==> src/rtl/psm_pkg.sv <==
package psm_pkg;

  localparam int FRAC_BITS = 16;

  localparam int ACC_W = 66;
  localparam int NUM_W = 31 + FRAC_BITS;
  localparam int QUO_W = FRAC_BITS + 1;
  localparam int DCNT_W = $clog2(QUO_W + 1);

  localparam int QDEPTH = 2;
  localparam int QPTR_W = $clog2(QDEPTH);
  localparam int QCNT_W = $clog2(QDEPTH + 1);

  localparam int REG_LIGHT_X = 0;
  localparam int REG_LIGHT_Y = 1;
  localparam int REG_LIGHT_Z = 2;
  localparam int REG_LIGHT_W = 3;

  localparam logic signed [31:0] LIGHT_X_RST = 32'sd0;
  localparam logic signed [31:0] LIGHT_Y_RST = 32'sd0;
  localparam logic signed [31:0] LIGHT_Z_RST = 32'(10 << FRAC_BITS);
  localparam logic signed [31:0] LIGHT_W_RST = 32'(1 << FRAC_BITS);

  localparam logic signed [ACC_W-1:0] ACC_HALF = ACC_W'(1) <<< (FRAC_BITS - 1);
  localparam logic signed [ACC_W-1:0] ACC_MAX = ACC_W'(64'sh7fffffff);
  localparam logic signed [ACC_W-1:0] ACC_MIN = -ACC_W'(64'sh80000000);

  typedef logic signed [31:0] fix_t;

  typedef struct packed {
    fix_t ax;
    fix_t ay;
    fix_t az;
    fix_t bx;
    fix_t by;
    fix_t bz;
    fix_t px;
    fix_t py;
    fix_t pz;
  } item_t;

  typedef enum logic [3:0] {
    S_IDLE,
    S_CROSS,
    S_MAG,
    S_NORM,
    S_SQ,
    S_SQRT,
    S_DLOAD,
    S_DIV,
    S_DOFF,
    S_DOT,
    S_COL,
    S_EMIT
  } bstate_t;

  function automatic fix_t rsat(input logic signed [ACC_W-1:0] x);
    logic signed [ACC_W-1:0] t;
    t = (x + ACC_HALF) >>> FRAC_BITS;
    if (t > ACC_MAX) begin
      return 32'sh7fffffff;
    end else if (t < ACC_MIN) begin
      return 32'sh80000000;
    end
    return t[31:0];
  endfunction

endpackage

==> src/rtl/psm_queue.sv <==
module psm_queue (
  input  logic            clk,
  input  logic            rst,
  input  logic            push,
  input  psm_pkg::item_t  wr_item,
  input  logic            pop,
  output psm_pkg::item_t  head,
  output logic            empty,
  output logic            full
);

  psm_pkg::item_t mem [psm_pkg::QDEPTH];
  logic [psm_pkg::QPTR_W-1:0] wr_ptr;
  logic [psm_pkg::QPTR_W-1:0] rd_ptr;
  logic [psm_pkg::QCNT_W-1:0] count;

  assign empty = (count == '0);
  assign full = (count == psm_pkg::QCNT_W'(psm_pkg::QDEPTH));
  assign head = mem[rd_ptr];

  always_ff @(posedge clk) begin
    if (push) begin
      mem[wr_ptr] <= wr_item;
    end
  end

  always_ff @(posedge clk) begin
    if (rst) begin
      wr_ptr <= '0;
      rd_ptr <= '0;
      count <= '0;
    end else begin
      if (push) begin
        wr_ptr <= wr_ptr + 1'b1;
      end
      if (pop) begin
        rd_ptr <= rd_ptr + 1'b1;
      end
      if (push && !pop) begin
        count <= count + 1'b1;
      end else if (pop && !push) begin
        count <= count - 1'b1;
      end
    end
  end

endmodule

==> config.mk <==
export PLATFORM = sky130hd
export DESIGN_NAME = psm_queue
export DESIGN_NICKNAME = d
export VERILOG_FILES = /design/src/rtl/psm_pkg.sv /design/src/rtl/psm_queue.sv
export SDC_FILE = /design/constraint.sdc
export NUM_CORES = 1
export LEC_CHECK = 0
export BUFFER_PORTS_ARGS = -buffer_cell sky130_fd_sc_hd__buf_2
export CAP_MARGIN = 10
export CORE_ASPECT_RATIO = 0.6
export CORE_MARGIN = 4
export CORE_UTILIZATION = 50
export CTS_CLUSTER_DIAMETER = 40
export DETAILED_ROUTE_END_ITERATION = 6
export PLACE_DENSITY = 0.85
export SLEW_MARGIN = 30
export SYNTH_ARGS = -nofsm -noshare
export SYNTH_HDL_FRONTEND = slang
export SYNTH_SLANG_ARGS = --single-unit
==> constraint.sdc <==
create_clock -name clk -period 23.9 [get_ports clk]
set_input_delay 4.78 -clock clk [delete_from_list [all_inputs] [get_ports clk]]
set_output_delay 4.78 -clock clk [all_outputs]
set_load 0.02 [all_outputs]
; ---- Yosys cells after proc, flatten, opt, wreduce, memory -nomap -nowiden
; Memories as Yosys holds them, arrays and structs flattened. A register that Yosys moved wholly into a read port is not among the register bits.
; Cells that the tools add are included.
[classes]
n_addsub = 4
n_eq_ne = 1
muxes = 6
n_reduce_logical = 6
[ops]
columns = op, count
row1 = 1-bit 2-to-1 mux, 4
row2 = 2-bit 2-to-1 mux, 2
row3 = "1-bit adder, second input constant", 2
row4 = "2-bit by 1-bit adder with 2-bit output, second input constant", 1
row5 = "2-bit equality test, second input constant", 1
row6 = 1-bit logical AND, 2
row7 = 1-bit logical NOT, 2
row8 = 2-bit logical NOT, 1
row9 = 2-bit nonzero test, 1
row10 = "2-bit by 1-bit subtractor with 2-bit output, second input constant", 1
[totals]
ff_bits = 4
mem_bits_rw = 576
in_bits = 292
output_inout_bits = 290
wordCells = 21
memories = 1
[memory_table]
columns = memory, depth, word_bits, read_ports, rd_ports_with_merged_regs, write_ports, line
row1 = mem, 2, 288, 1, 1, 1, psm_queue.sv:12  ; psm_pkg::item_t mem [psm_pkg::QDEPTH];

; ---- Logic depth before layout (Yosys ltp)
; Gate-level depths: netlist of the first run.
[depth]
depth_word = 4
ltp_mapped = 5

; ---- Least setup slack after synthesis of the first run
; OpenSTA, ideal clock, no wires.
[synth_path]
path_kind = in2reg
startpoint = input push
endpoint = memory mem[0][0] in the netlist's numbering (enable)
setup_ns = 0.977
t_arrival_ns = 17.162
required_time_ns = 22.923
slack_ns = 5.760
path_stages = 1
path_buffers = 0
path_cell_list = nor2b_1
[synth_between]
elab_chain_len = 2
[synth_lines]
columns = item, line
row1 = from (decl), psm_queue.sv:4  ; input logic push,
row2 = 1-bit 2-to-1 mux, psm_queue.sv:22  ; if (push) begin
row3 = 1-bit 2-to-1 mux (implied by the code), psm_queue.sv:23  ; mem[wr_ptr] <= wr_item;
row4 = to (decl), psm_queue.sv:12
; Every way passes these cells.

==> results of run 1 <==
-- cells in the mapped netlist, drive strengths merged --
master and n:
ha 1, buf 32, o21ai 1, a21oi 1
or3 1, nor2 5, xnor2 2, and2 1
mux2 288, nor2b 2, edfxtp 576, inv 1
xor2 2, dfxtp 5
-- sequential cells by signal, summed over array words and instances, names as in the netlist, named ones only --
register	count
wr_ptr	1
mem	576
count	2
rd_ptr	1
-- per-stage QoR --
step	hold WS (ns)	cell area, µm²	power, mW	util [%]
floorplan	0.461	21800	1.46	-
global placement	0.481	25200	1.53	59.4
detailed placement	0.502	25200	1.55	59.4
CTS	0.513	27000	2.39	63.5
global route	0.578	27000	2.46	63.6
finish	0.514	27000	2.37	63.6
-- power by group through the flow --
| stage | clock network, mW | registers, mW | logic [mW] |
|---|---|---|---|
| floorplan | 0 | 1.25 | 0.212 |
| global placement | 0 | 1.23 | 0.307 |
| detailed placement | 0 | 1.23 | 0.313 |
| CTS | 0.862 | 1.21 | 0.315 |
| global route | 0.913 | 1.22 | 0.329 |
| finish | 0.844 | 1.21 | 0.312 |
-- worst register-to-register path: cells and delay by family (launching register included) --
kind	cells	cell delay [ns]
buffers and inverters	2	1.70
and+or+nand+nor	1	0.59
DFF	1	0.35
-- worst paths after layout --
| path | end | start |
|---|---|---|
| setup / recovery | head[183] | flop |
| hold reg to reg | count[1]$_SDFFE_PP0P_ | count[1]$_SDFFE_PP0P_ |
| setup reg to reg | mem[0][217]$_DFFE_PP_ | wr_ptr$_SDFFE_PP0P_ |
| hold / removal | count[1]$_SDFFE_PP0P_ | count[1]$_SDFFE_PP0P_ |
-- layer usage --
layer	track usage (%)	share of wire (%)	vias up
li1	-	-	4906
met1	22.2	36	5472
met2	34.7	53	459
met3	5.32	7.6	102
met4	6.27	3.2	12
met5	0	0.15	-
-- kinds of logic after synthesis --
| kind of cell | after synthesis |
|---|---|
| AO/OA/AOI/OAI | 2 |
| flip-flops | 581 |
| buffers and inverters | 33 |
| AND/OR/NAND/NOR | 9 |
| multiplexers | 288 |
| XOR/XNOR | 4 |
| adder cells (fa/ha/maj) | 1 |
-- area by class of cell --
cell class / count / area [µm²]
diodes: 7 / 17.5
clock buffers: 65 / 1400
clock inverters: 31 / 340
fillers: 2853 / 15400
inverters: 1 / 3.75
multi-input cells: 304 / 4110
flip-flops and latches: 581 / 17400
well taps: 570 / 713
repair buffers: 592 / 3040
-- cell usage in the layout, fill, tap and decap left out, types with 2 or more instances in the layout --
cell type   count
buf_2         581
edfxtp_1      576
mux2_4        200
mux2_2         88
clkbuf_16      53
clkinv_2       12
clkbuf_1        9
diode_2         7
bufinv_16       6
nor2_1          5
buf_4           5
clkinv_1        4
dfxtp_1         4
buf_6           4
inv_6           3
clkbuf_8        3
clkinvlp_4      3
xor2_1          2
xnor2_1         2
==> metrics.txt, run 1 <==
Synth Instances=between 900 and 1000; Net Sw Frac=23.6%; P_leak=10.5 nW; peak supply drop=around 0.000073 V; PD cells=87.6 nW/µm²; combinational share of power=approximately an eighth; P_int=1.81 mW; Hold Fails Final Rpt=0; Final GP Congestion=0.793; CTS H-Tree Depth=2; starting density of the core=between 50 and 60%; maxcap violations=0; Slew HR=about a third; CP delay by family, top=buffers and inverters; largest net degree at the start of global routing=159; fin cells=2151; proportion of synthesized area in mux cells=18.3%; final worst setup slack=15.54 ns; number of synthesized register bits=around 580; first-pass GRT wire length=69200 µm; via total after detailed routing=11000; cts repair resizes=0; Overflow after GRT=0; worst slack at placement=approximately 16 ns; Setup Skew=0.0195 ns; post-synth cell types=16; XOR/XNOR Fraction of Synth Area=less than 1%; cell taking the most area after synthesis=edfxtp_1; synthesized net count=approximately 1200; Die Area=47200 µm²; critical path required time=19.12 ns; Min Clock Period, post-route=8.36 ns; P_sw=~560 µW; antenna violations before repair=12; Worst R2R Path Depth=3; Total GRT Usage=19.1%; Synth top area share=79.3%; CP Buf/Inv Count=3; Die Width=278 µm; wire per inst=around 22 µm; Max stage delay on crit path=slightly above 0.8 ns; CTS tree=done; largest family of logic cells by synthesized area=multiplexers; critical path class=flop to output pin; vias in the first global route=between 10000 and 15000; Crit-path slowest cell=buf_4; status=completed; post-CTS setup buffers=0; row cnt=58; Post-Synthesis Cell Area=approximately 22000 µm²; Clk Tree Root Cell=clkbuf_16; CP Depth=4; Highest Clock Rate=120 MHz; Clk pwr share=between 30% and 40%; Port Buf Inserts=581; total CTS buffers=52; RSZ-0062 raised after global routing=false; Critical Path End Type=output pin; drt via density=5.09; warnings from Yosys=0; period utilization=35.0%; Compound-Gate Fraction of Synth Area=0.0459%; Hold Crit Depth=2; Least-Margin Pin Slew=slightly above 1 ns; Max Buffers Root-to-Sink=3; Initial DRC Count=984; synthesized-area fraction occupied by adder cells=less than 1%; Clock transition at path regs=approximately 0.060 ns; Die Span Y=170 µm; R2R Setup Slk=between 20 and 25 ns; final slew viol count=0; Clock Latency Late Sink=approximately 0.57 ns; Post-route DRC=0; maximum fanout along the worst path=68; Fin Setup TNS=0 ns; final wirelength=47400 µm; Seq pwr share=roughly 51%; share of cells above drive strength 1=between 60% and 70%; top cells by area, synth=edfxtp_1 79%, mux2_4 14%, mux2_2 4.5%, buf_6 1.3%, dfxtp_1 0.46%; final setup fails=0; CP startpoint kind=flop; core footprint=42500 µm²; synthesized area per cell=23.8 µm²; dpl cells=2047; Area Growth Syn to Fin=23.8%; Post-DP HPWL=approximately 33000 µm; 1st-pass router iterations=5; post-synthesis sequential area ratio=79.7%; Post-CTS Hold Fix Bufs=0; final antenna-violating net count=0; WP data arrival=3.58 ns; Ports=582; clk sinks=a little under 600; Post-Synth Simple-Gate Area=less than 1%; Final nets=1825; Hold/Removal Path Class=flop to flop; crit-path cells=buf_4 > buf_6 > mux2_4 > buf_2
No activity file was read; power rests on OpenSTA's default activity.
==> run 2, diff against run 1 <==
Clock period 23.9 ns to 8 ns, I/O delays scaled along.
==> run 2 against run 1 <==
Cell count about the same; sequential power grew to 3.0 times the previous value; via count barely moved; total power increased to 3.0 times the previous value; critical path depth is the same.
==> metrics.txt, run 2 (synthesis results as in run 1) <==
status=completed; Die Span Y=between 150 and 200 µm; FF/Latch Area=around 17000 µm²; Post-CTS Hold Fix Bufs=0; Hold Crit Depth=2; via total after detailed routing=10900; multi-input combinational cell area=4110 µm²; post-CTS setup buffers=0; Clk pwr share=approximately a third; critical path required time=6.40 ns; max reg flops=576; share of cells above drive strength 1=61.0%; P_sw=roughly 1.7 mW; fillcell total=2815; largest net degree at the start of global routing=162; Ports=582; CTS tree=done; first-pass GRT wire length=67600 µm; core footprint=around 42000 µm²; antenna violations before repair=9; Highest Clock Rate=232 MHz; maximum fanout along the worst path=80; worst hold start=rd_ptr$_SDFFE_PP0P_; Clock transition at path regs=roughly 0.060 ns; Hold Fails Final Rpt=0; Net Sw Frac=23.7%; WP data arrival=2.72 ns; Total Power=7.05 mW; row cnt=58; critical path class=flop to output pin; R2R Setup Slk=between 5 and 6 ns; Final Core Density=63.8%; Hold/Removal Path Class=flop to flop; final wirelength=between 40000 and 50000 µm; maxcap violations=0; P_int=5.37 mW; most frequent cells in the layout=581 x buf_2, 576 x edfxtp_1, 200 x mux2_4; PD cells=260 nW/µm²; starting density of the core=51.4%; total CTS buffers=53; peak supply drop=0.000204 V; combinational share of power=13.5%; commonest non-fill, non-tap cell in the layout=buf_2; biggest regs=mem (576), count (2); Min Clock Period, post-route=between 4 and 5 ns; vias in the first global route=roughly 11000; Critical Path End Type=output pin; Seq pwr share=around half; 1st-pass router iterations=5; Final nets=1825; Worst R2R Path Depth=2; clk sinks=581; reg-to-reg startpoint=wr_ptr$_SDFFE_PP0P_; wire per inst=about 22 µm; Top reg by flops=mem; worst r2r dst=mem[1][121]$_DFFE_PP_; Overflow after GRT=0; Max Buffers Root-to-Sink=3; drt via density=5.08; Slew HR=27.6%; Die Width=278 µm; final setup fails=0; Initial DRC Count=833; CTS H-Tree Depth=2; Clock Latency Late Sink=0.56 ns; final antenna-violating net count=0; P_leak=10.6 nW; Total GRT Usage=18.8%; RSZ-0062 raised after global routing=false; Post-route DRC=0; final slew viol count=0; Port Buf Inserts=slightly below 600; Post-DP HPWL=32000 µm; Area Growth Syn to Fin=24.1%; Final GP Congestion=0.835; Fin Setup TNS=0 ns; Least-Margin Pin Slew=1.09 ns; period utilization=54.0%; Setup Skew=0.0206 ns; Die Area=47200 µm²; Clk Tree Root Cell=clkbuf_16; CP startpoint kind=flop; cts repair resizes=0
## run 2: critical path, stage by stage (launching register included)
cell and delay [ns]:
dfxtp_4 0.61, buf_12 0.37, buf_16 0.46, mux2_4 0.37
buf_2 0.16
## run 2: worst max-delay path by stage
stage	startpoint	end	slack [ns]
floorplan	push	mem[0][0]$_DFFE_PP_	1.66
global placement	push	mem[1][137]$_DFFE_PP_	4.17
detailed placement	push	mem[1][137]$_DFFE_PP_	4.14
CTS	flop	head[139]	3.74
global route	flop	head[139]	3.55
finish	flop	head[203]	3.68
## run 2: through the flow
| stage | std cells | instance area (µm²) | hold WS (ns) | setup WS, ns |
|---|---|---|---|---|
| 2_1_floorplan | 918 | 21800 | 0.461 | 1.66 |
| 3_3_place_gp | 2044 | 25200 | 0.485 | 4.17 |
| 3_5_place_dp | 2045 | 25300 | 0.520 | 4.14 |
| 4_1_cts | 2143 | 27000 | 0.543 | 3.74 |
| 5_1_grt | 2152 | 27100 | 0.599 | 3.55 |
| 6_report | 2153 | 27100 | 0.561 | 3.68 |
## run 2: layer usage
layer	vias up	wire [µm]	track usage [%]
met5	-	14	0
met4	2	1330	6.63
met3	85	3710	5.14
met2	469	25000	34.4
met1	5479	16700	21.4
li1	4910	-	-
## run 2: final cells by class
cell class	instances	area share, %
diodes	8	0.0740
flip-flops and latches	581	64.3
well taps	570	2.63
repair buffers	591	11.4
multi-input cells	304	15.2
clock buffers	70	5.48
clock inverters	28	0.938
inverters	1	0.0139
## run 2: power groups by stage
stage          Clock, mW  Combinational, mW  Sequential (mW)
6_report            2.49              0.950             3.61
5_1_grt             2.69               1.00             3.62
4_1_cts             2.55              0.958             3.61
3_5_place_dp           0              0.952             3.68
3_3_place_gp           0              0.933             3.66
2_1_floorplan          0              0.634             3.68
==> run 3, diff against run 2 <==
Settings changed: ABC_AREA set to 1, CORE_UTILIZATION 50 to 47, PLACE_DENSITY 0.85 to 0.84.
Clock period 8 ns to 3.94 ns, I/O delays scaled along.
==> run 3 against run 2 <==
Routed wire length is 5.2% higher; register-to-register slack worse by 3.4 ns; cell area is 0.84% higher.
==> metrics.txt, run 3 <==
fin area=approximately 27000 µm²; Hold/Removal Path Class=primary input to flop; CTS H-Tree Depth=2; Post-synth EDFFs=between 500 and 600; final wirelength=49200 µm; maximum fanout along the worst path=36; CP startpoint kind=flop; P_leak=between 10 and 15 nW; Top reg by flops=mem; crit-path cells=buf_4 > mux2_2 > buf_2; Post-synth ARST share=0%; CP Buf/Inv Count=2; share of cells above drive strength 1=between 60 and 70%; Max stage delay on crit path=0.82 ns; cts repair resizes=0; antenna violations before repair=7; Critical Path End Type=output pin; Clock Latency Late Sink=0.57 ns; Fin Setup TNS=0 ns; largest net degree at the start of global routing=123; Clk pwr share=34.8%; biggest regs=mem (576), count (2); Final Core Density=60.2%; drt via density=5.04; most frequent cells after synthesis=576 x edfxtp_1, 201 x mux2_4, 87 x mux2_2; critical path class=flop to output pin; Area Growth Syn to Fin=25.0%; peak supply drop=around 0.00052 V; critical path required time=about 3.2 ns; PD cells=512 nW/µm²; via total after detailed routing=between 10000 and 15000; starting density of the core=48.2%; ys flop type=edfxtp_1; number of synthesized register bits=581; clk sinks=581; final slew viol count=0; Clk Tree Root Cell=clkbuf_16; most frequent cells in the layout=581 x buf_2, 576 x edfxtp_1, 201 x mux2_4; Synth top area share=between 70 and 80%; Post-route DRC=0; Post-DP HPWL=34400 µm; first-pass GRT wire length=72700 µm; Seq pwr share=52.0%; Final GP Congestion=around 0.83; post-synth cell types=16; Total GRT Usage=18.9%; CP delay by family, top=flip-flops; RSZ-0062 raised after global routing=false; Die Width=286 µm; total CTS buffers=54; combinational share of power=around an eighth; Die Area=between 50000 and 60000 µm²; Net Sw Frac=between 20% and 30%; Post-CTS Hold Fix Bufs=0; synthesized area per cell=approximately 24 µm²; final antenna-violating net count=0; row cnt=60; synthesized net count=between 1000 and 1500; Ports=582; WP data arrival=between 2 and 2.5 ns; P_sw=3.36 mW; Setup Skew=0.0205 ns; period utilization=between 80 and 90%; 1st-pass router iterations=5; most common cell in the netlist=edfxtp_1; commonest non-fill, non-tap cell in the layout=buf_2; status=completed; fillcell total=3278; Clock transition at path regs=about 0.060 ns; final setup fails=0; P_int=10.6 mW; Max Buffers Root-to-Sink=3; warnings from Yosys=0; cell taking the most area after synthesis=edfxtp_1; top cells by area, synth=edfxtp_1 79%, mux2_4 14%, mux2_2 4.5%, buf_6 1.3%, dfxtp_1 0.46%; CTS tree=done; vias in the first global route=roughly 12000; Overflow after GRT=0; Hold Fails Final Rpt=0; Highest Clock Rate=314 MHz; Final nets=1859; Die Span Y=175 µm; post-CTS setup buffers=0; wire per inst=22.0 µm; core footprint=between 40000 and 50000 µm²; Port Buf Inserts=581; Initial DRC Count=654; Synth Instances=about 930; maxcap violations=0; max reg flops=roughly 580; Least-Margin Pin Slew=between 0.8 and 0.9 ns; post-synthesis sequential area ratio=between 70% and 80%; Min Clock Period, post-route=roughly 3.2 ns; Post-Synthesis Cell Area=~22000 µm²; Slew HR=roughly 45%; placed standard-cell area=25600 µm²; Crit-path slowest cell=dfxtp_4
-- run 3: cell types whose count changed after synthesis, sizes merged, moves of 2 or more --
cell	change
inv	+8
nand2	+5
nor2	+2
nor2b	-2
xor2	-2
-- run 3: routing by layer --
layer | share of wire [%] | track usage (%) | vias up
li1 | - | - | 4981
met1 | 38 | 22.6 | 5777
met2 | 53 | 34.7 | 409
met3 | 7.0 | 4.64 | 76
met4 | 1.9 | 4.38 | 8
met5 | 0.10 | 0 | -
-- run 3: cells by family (layout without fill, tap and decap cells) --
| group | count (synthesis) | count (layout) | synth area share [%] |
|---|---|---|---|
| flip-flops | 581 | 581 | 79.6 |
| multiplexers | 288 | 288 | 18.3 |
| buffers and inverters | 41 | 721 | 1.63 |
| AND/OR/NAND/NOR | 15 | 15 | 0.281 |
| AO/OA/AOI/OAI | 2 | 2 | 0.0458 |
| adder cells (fa/ha/maj) | 1 | 1 | 0.0573 |
| XOR/XNOR | 1 | 1 | 0.0401 |
| other | 0 | 4 | 0 |
-- run 3: worst paths after layout --
check        cells past startpoint                start               endpoint  slack (ns)
min                              1         wr_item[278]  mem[0][278]$_DFFE_PP_        0.40
max                              3                 flop                head[3]        0.76
max reg2reg                      3  wr_ptr$_SDFFE_PP0P_  mem[0][227]$_DFFE_PP_        2.12
min reg2reg                      2  rd_ptr$_SDFFE_PP0P_    rd_ptr$_SDFFE_PP0P_        0.53
-- run 3: stage by stage --
stage | setup slack [ns] | hold slack, ns | std cells | total power, mW
4_1_cts | 0.695 | 0.362 | 2229 | 14.1
3_3_place_gp | 1.40 | 0.501 | 2130 | 9.20
6_report | 0.757 | 0.402 | 2233 | 14.0
2_1_floorplan | -1.60 | 0.480 | 929 | 8.62
5_1_grt | 0.655 | 0.366 | 2232 | 14.5
3_5_place_dp | 1.33 | 0.509 | 2130 | 9.26
-- run 3: final cells by class --
class	count	area [µm²]	area share, %
clock inverters	33	229	0.839
flip-flops and latches	581	17400	63.7
inverters	9	50.0	0.183
repair buffers	613	3300	12.1
well taps	620	776	2.84
clock buffers	66	1420	5.19
multi-input cells	307	4110	15.1
diodes	4	10.0	0.0367
-- run 3: power groups by stage --
stage / registers [mW] / clock network [mW] / logic (mW)
2_1_floorplan: 7.40 / 0 / 1.22
3_3_place_gp: 7.38 / 0 / 1.82
3_5_place_dp: 7.40 / 0 / 1.86
4_1_cts: 7.28 / 4.97 / 1.87
5_1_grt: 7.29 / 5.27 / 1.95
6_report: 7.27 / 4.86 / 1.85
